===== src/sv/cau_pkg.sv =====
// shared constants and types of the complex arithmetic unit
package cau_pkg;

   localparam int WORD_BITS  = 32;
   localparam int FRAC_BITS  = 16;
   localparam int MAG_BITS   = 2 * WORD_BITS;
   localparam int SHIFT_BITS = WORD_BITS - FRAC_BITS;

   typedef enum logic [2:0] {
      KIND_ADD  = 3'd0,
      KIND_SUB  = 3'd1,
      KIND_MUL  = 3'd2,
      KIND_DIV  = 3'd3,
      KIND_CONJ = 3'd4
   } kind_type;

   // one result component in sign-magnitude form, with its divider remainder
   typedef struct packed {
      logic                neg;
      logic [MAG_BITS-1:0] mag;
      logic [MAG_BITS-1:0] rem;
   } comp_type;

   // what travels along the divider chain
   typedef struct packed {
      logic                is_div;
      logic                dz;
      comp_type            re;
      comp_type            im;
      logic [MAG_BITS-1:0] den;
   } lane_type;

endpackage


===== src/sv/cau_div_cell.sv =====
// one restoring-division cell: one quotient bit per component per cycle
module cau_div_cell (
   input  logic               clock,
   input  logic               reset,
   input  logic               in_valid,
   input  cau_pkg::lane_type  in_lane,
   output logic               out_valid,
   output cau_pkg::lane_type  out_lane
);

   function automatic cau_pkg::comp_type div_step(cau_pkg::comp_type c,
                                                 logic [cau_pkg::MAG_BITS-1:0] den);
      logic [cau_pkg::MAG_BITS:0] trial;
      logic                       ge;
      cau_pkg::comp_type          r;
      trial = {c.rem, c.mag[cau_pkg::WORD_BITS-1]};
      ge    = (trial >= {1'b0, den});
      r     = c;
      if (ge) begin
         r.rem = cau_pkg::MAG_BITS'(trial - {1'b0, den});
      end else begin
         r.rem = trial[cau_pkg::MAG_BITS-1:0];
      end
      r.mag[cau_pkg::WORD_BITS-1:0] = {c.mag[cau_pkg::WORD_BITS-2:0], ge};
      return r;
   endfunction

   logic              valid_ff;
   cau_pkg::lane_type lane_ff;
   cau_pkg::lane_type lane_in;

   always_comb begin
      lane_in = in_lane;
      if (in_lane.is_div) begin
         lane_in.re = div_step(in_lane.re, in_lane.den);
         lane_in.im = div_step(in_lane.im, in_lane.den);
      end
   end

   always_ff @(posedge clock) begin
      if (reset) begin
         valid_ff <= 1'b0;
      end else begin
         valid_ff <= in_valid;
      end
      lane_ff <= lane_in;
   end

   assign out_valid = valid_ff;
   assign out_lane  = lane_ff;

endmodule


===== config.mk =====
export PLATFORM = sky130hd
export DESIGN_NAME = cau_div_cell
export DESIGN_NICKNAME = d
export VERILOG_FILES = /design/src/sv/cau_pkg.sv /design/src/sv/cau_div_cell.sv
export SDC_FILE = /design/constraint.sdc
export NUM_CORES = 1
export LEC_CHECK = 0
export CAP_MARGIN = 20
export CORE_AREA = 2 2 255 257
export CTS_CLUSTER_SIZE = 25
export DETAILED_ROUTE_END_ITERATION = 16
export DIE_AREA = 0 0 257 259
export DONT_BUFFER_PORTS = 1
export SYNTH_ARGS = -nofsm -noshare
export SYNTH_HDL_FRONTEND = slang
export SYNTH_SLANG_ARGS = --single-unit

===== constraint.sdc =====
create_clock -name clock -period 3.43 [get_ports clock]
set_input_delay 0.343 -clock clock [delete_from_list [all_inputs] [get_ports clock]]
set_output_delay 0.343 -clock clock [all_outputs]
set_load 0.01 [all_outputs]

Yosys cells after proc, flatten, opt, wreduce, memory -nomap -nowiden
Index checks and enable logic that the tools add are counted.
{ "op_classes": {"addsub": 2, "multipliers": 0, "n_div": 0, "magnitude_cmp": 2, "eq_ne": 0, "shift": 0, "n_mux": 3, "n_bitwise": 0, "n_reduce_logical": 0} }
{ "op_table": {"columns": ["op", "n"], "rows": [
  ["2-to-1 mux 225 bit", 1],
  [">= comparator 65 x 64 -> 1 bit", 2],
  ["2-to-1 mux 64 bit", 2],
  ["subtractor 64 bit", 2]
]} }
{ "totals": {"register_bits": 325, "latchBits": 0, "mem_bits_rw": 0, "romBits": 0, "inputBits": 327, "wordCells": 17, "n_memories": 0} }

Depth between registers and ports, before layout
{ "depth": {"word_depth": 3, "ltp_mapped": 16, "depth_no_buf": 14} }

Least setup slack after synthesis
No wires, ideal clock.
{ "synth_timing": {"path_kind": "input-to-reg", "start": "input port in_lane[159] in the netlist's numbering", "end": "register lane_ff (netlist bit out_lane[124])", "arrival_time_ns": 3.067, "t_required_ns": 3.298, "path_slack_ns": 0.231, "path_stages": 14, "n_path_buf": 0, "path_cell_list": "inv_1 -> ha_1 -> fa_1 -> nor2b_1 -> o21bai_1 -> a311oi_1 -> o31ai_1 -> o21ai_2 -> a221oi_2 -> o31a_1 -> nor4_1 -> mux2_2 -> o311ai_1 -> o21ai_0"} }
{ "synth_lines": {"columns": ["element", "line", "text"], "rows": [
  ["start, declared", "cau_div_cell.sv:6", "input cau_pkg::lane_type in_lane,"],
  ["end signal, assigned", "cau_div_cell.sv:46", "lane_ff <= lane_in;"],
  ["end, declared", "cau_div_cell.sv:29", "cau_pkg::lane_type lane_ff;"]
]} }

==> implementation parameters <==
Parameter                              Value

Synthesis
  Post-Synthesis Cells ... 2,148
  Number of distinct library cells after synthesis ... 77
  Yosys Warn Count ... 0
  Top cells by area in the synthesized netlist ... dfxtp_1 (37%), ha_1 (9.0%), a21oi_1 (6.8%), nand2_1 (4.7%), nor2_1 (4.7%)
  Primary FF master, synth ... dfxtp_1
  Share of Yosys cell area claimed by the top area cell type ... 36.7%
  Top cells by instance count after synthesis ... dfxtp_1 (325), a21oi_1 (241), nand2_1 (224), nor2_1 (224), ha_1 (128)
  Post-synth ARST share ... 0%
  Cell type with the highest aggregate area in the netlist ... dfxtp_1
  Number of synthesized register bits ... ~330
  Most frequent cell after synthesis ... dfxtp_1
  Number of enable flip-flop cells after synthesis ... 0
  Average instance area after synthesis ... 8.25 um^2
  Sequential cell area fraction in the yosys report ... a little under two fifths
  Synthesized area ... 0.0177 mm^2
  Net count after synthesis ... 2,605

Route
  Via-per-instance ratio ... 5.06
  Routed wire per std cell ... 24.0 um
  Total via count in the routed design ... 18.6k
  Router iterations before antenna repair ... 6
  Total length of routed wires ... 88,200 um
  DRT iter0 DRCs ... 1,566
  Remaining antenna violation count ... 0
  DRC violation count after routing ... 0

Critical path
  Delay of the slowest cell on the worst path ... 0.56 ns
  Slowest stage cell, crit path ... dlygate4sd3_1
  CP Data Arrival Time ... 3.79 ns
  Worst path buffer plus inverter count ... 7
  Critical path launch point type ... input pin
  Largest delay share family, worst path ... buffers and inverters
  Critical Path Fanout Max ... 22
  Critical Path Sink Type ... flip-flop
  WP data required ... 3.87 ns
  Crit-path cells ... inv_1, buf_4, ha_1, buf_4, nand4_1, or3_1, nor4_2, buf_4, a211oi_2, o311ai_1, a211o_2, a21oi_4, buf_6, buf_16, nand2_1, o211ai_1, o21a_1, dlygate4sd3_1
  Path type of the worst setup path ... in -> reg
  Most repeated library cell on the critical path ... buf_4

Floorplan
  Number of top-level pins ... 652
  X dimension of the die ... 257 um
  Floorplan Core Area ... 0.0639 mm^2
  Vertical die dimension ... roughly 260 um
  Cell Rows ... 93
  Starting utilization of the core area ... 27.7%
  Area of the die ... 0.0666 mm^2

Power and ir drop
  Switch Pwr ... 3.92 mW
  Portion of total power attributed to sequential cells ... 37.5%
  Final total power ... 12.3 mW
  Maximum vdd ir drop ... approximately 0.36 mV
  Clk network pwr share ... 35.3%
  Reported leakage power ... between 10 and 15 nW
  Part of the power in combinational logic ... 27.2%
  Power density over the cells ... around 460 mW/mm^2
  Switching part of the total ... 32.0%
  P_int ... 8.34 mW

CTS
  Sink count of the clock tree ... around 330
  Number of H-tree levels ... 2
  CTS Buf Count ... 39
  Master cell of the clock root buffer ... clkbuf_16
  Buffer depth of the longest clock path ... 3
  TritonCTS clock tree ... done
  Register clock-pin slew on the reported worst setup and hold paths ... 0.06 ns

Timing
  Hold WS ... 0.0200 ns
  Final Cycle Share ... 97.6%
  Shortest period the worst path allows ... between 3 and 4 ns
  Total negative slack ... 0 ns
  Setup-failing EPs final ... 0
  Slew margin rel. ... 44.8%
  Crit path setup slack, layout ... around 0.081 ns
  Maximum clock frequency ... around 300 MHz
  Max-slew violation count ... 0
  Hold Violations, Final ... 0
  Worst-Margin Slew ... 0.828 ns

Global routing
  Overall track demand over capacity in global routing ... between 20% and 30%
  Pin count of the biggest net entering global routing ... 180
  Global-route wire length before repair ... 124,000 um
  Antenna violations before repair ... 6
  Overflow left after global routing ... 0
  Number of global-route vias before repair ... 18.3k

Min path
  Launch instance of the worst min-delay path ... in_lane[323]
  Sink of the worst hold path ... out_lane[288]
  Worst hold path cell count ... 1
  Worst hold-check path type ... in -> reg

Layout
  Share of post-route cells with drive strength above 1 ... between 10% and 20%
  Multi-input gate area ... around 0.011 mm^2
  Number of fill cells in the layout ... around 6.3k
  FF+latch area ... 0.00651 mm^2
  Post-layout net count ... ~3.2k
  Area growth from synthesis to final layout ... 49.4%

Place
  Placer's final routability congestion estimate ... 1.06
  Total of buffers placed on input and output ports ... 0
  Detail Placement HPWL ... 64,800 um
  Setup WS pre-CTS ... -0.431 ns

Flow run
  Total of max-cap violations ... 0

Run status
  Result of the run ... complete, no violations
## per-layer routing
| layer | global-route usage (%) | routed length [um] |
|---|---|---|
| met1 | 30.2 | 36100 |
| met2 | 43.7 | 42800 |
| met3 | 5.70 | 6180 |
| met4 | 8.61 | 3050 |
| met5 | 0 | 37 |
## cells in the final DEF, fill, tap and decap left out, types with 37 or more instances in the layout
master           n
nand4_1         37
ha_1           118
dlygate4sd3_1  383
a21o_1          53
dfxtp_1        325
a31oi_1         67
mux2_2          68
buf_4          317
clkbuf_16       41
inv_1          104
o21ai_0        103
a21oi_1        235
nand2_1        224
xor2_1          51
xnor2_1         59
nor2_1         220
## through the flow
step,area [um^2],util [%],instances
floorplan,17700,-,2148
global placement,20900,32.7,3209
detailed placement,20900,32.7,3209
CTS,26100,40.8,3663
global route,26500,41.4,3678
finish,26500,41.4,3678
## final cells by class
class | instances | share of cell area, %
Antenna cell | 3 | 0.0284
Clock buffer | 52 | 4.26
Clock inverter | 17 | 0.747
Inverter | 106 | 1.51
Multi-Input combinational cell | 1603 | 40.0
Sequential cell | 325 | 24.6
Tap cell | 855 | 4.04
Timing Repair Buffer | 717 | 24.8
## kinds of logic after synthesis
family          count (synthesis)  share of synthesized area [%]
mux                            90                           5.57
xor+xnor                      110                           5.44
flops                         325                           36.7
fa+ha+maj                     130                           9.27
compound gates                620                           21.4
buf+inv                       220                           4.85
simple gates                  653                           16.7
## power groups by stage
| stage | logic [mW] | registers, mW | clock network, mW |
|---|---|---|---|
| 2_1_floorplan | 1.74 | 4.50 | 0 |
| 3_3_place_gp | 2.69 | 4.70 | 0 |
| 3_5_place_dp | 2.69 | 4.68 | 0 |
| 4_1_cts | 3.22 | 4.61 | 4.41 |
| 5_1_grt | 3.63 | 4.62 | 4.57 |
| 6_report | 3.34 | 4.60 | 4.33 |
## worst max-delay path by stage
stage          slack (ns)       endpoint  depth (start not counted)    startpoint
2_1_floorplan        0.23  out_lane[124]                         14  in_lane[159]
4_1_cts             0.005   out_lane[84]                         18   in_lane[18]
6_report             0.08   out_lane[86]                         18    in_lane[1]
3_5_place_dp        -0.43  out_lane[124]                         14  in_lane[159]
3_3_place_gp        -0.40  out_lane[124]                         14  in_lane[159]
5_1_grt            -0.004  out_lane[113]                         17   in_lane[10]
## sequential cells by signal, summed over array words and instances (netlist names)
register	cells
out_valid	1
out_lane	324
## repair_timing
action | CTS | global route
hold buffers | 385 | 0
setup endpoints to repair | 0 | 33
setup buffers | 0 | 11
hold endpoints to repair | 321 | 0
resized for setup | 0 | 47
Power figures use the tool's default switching activity.
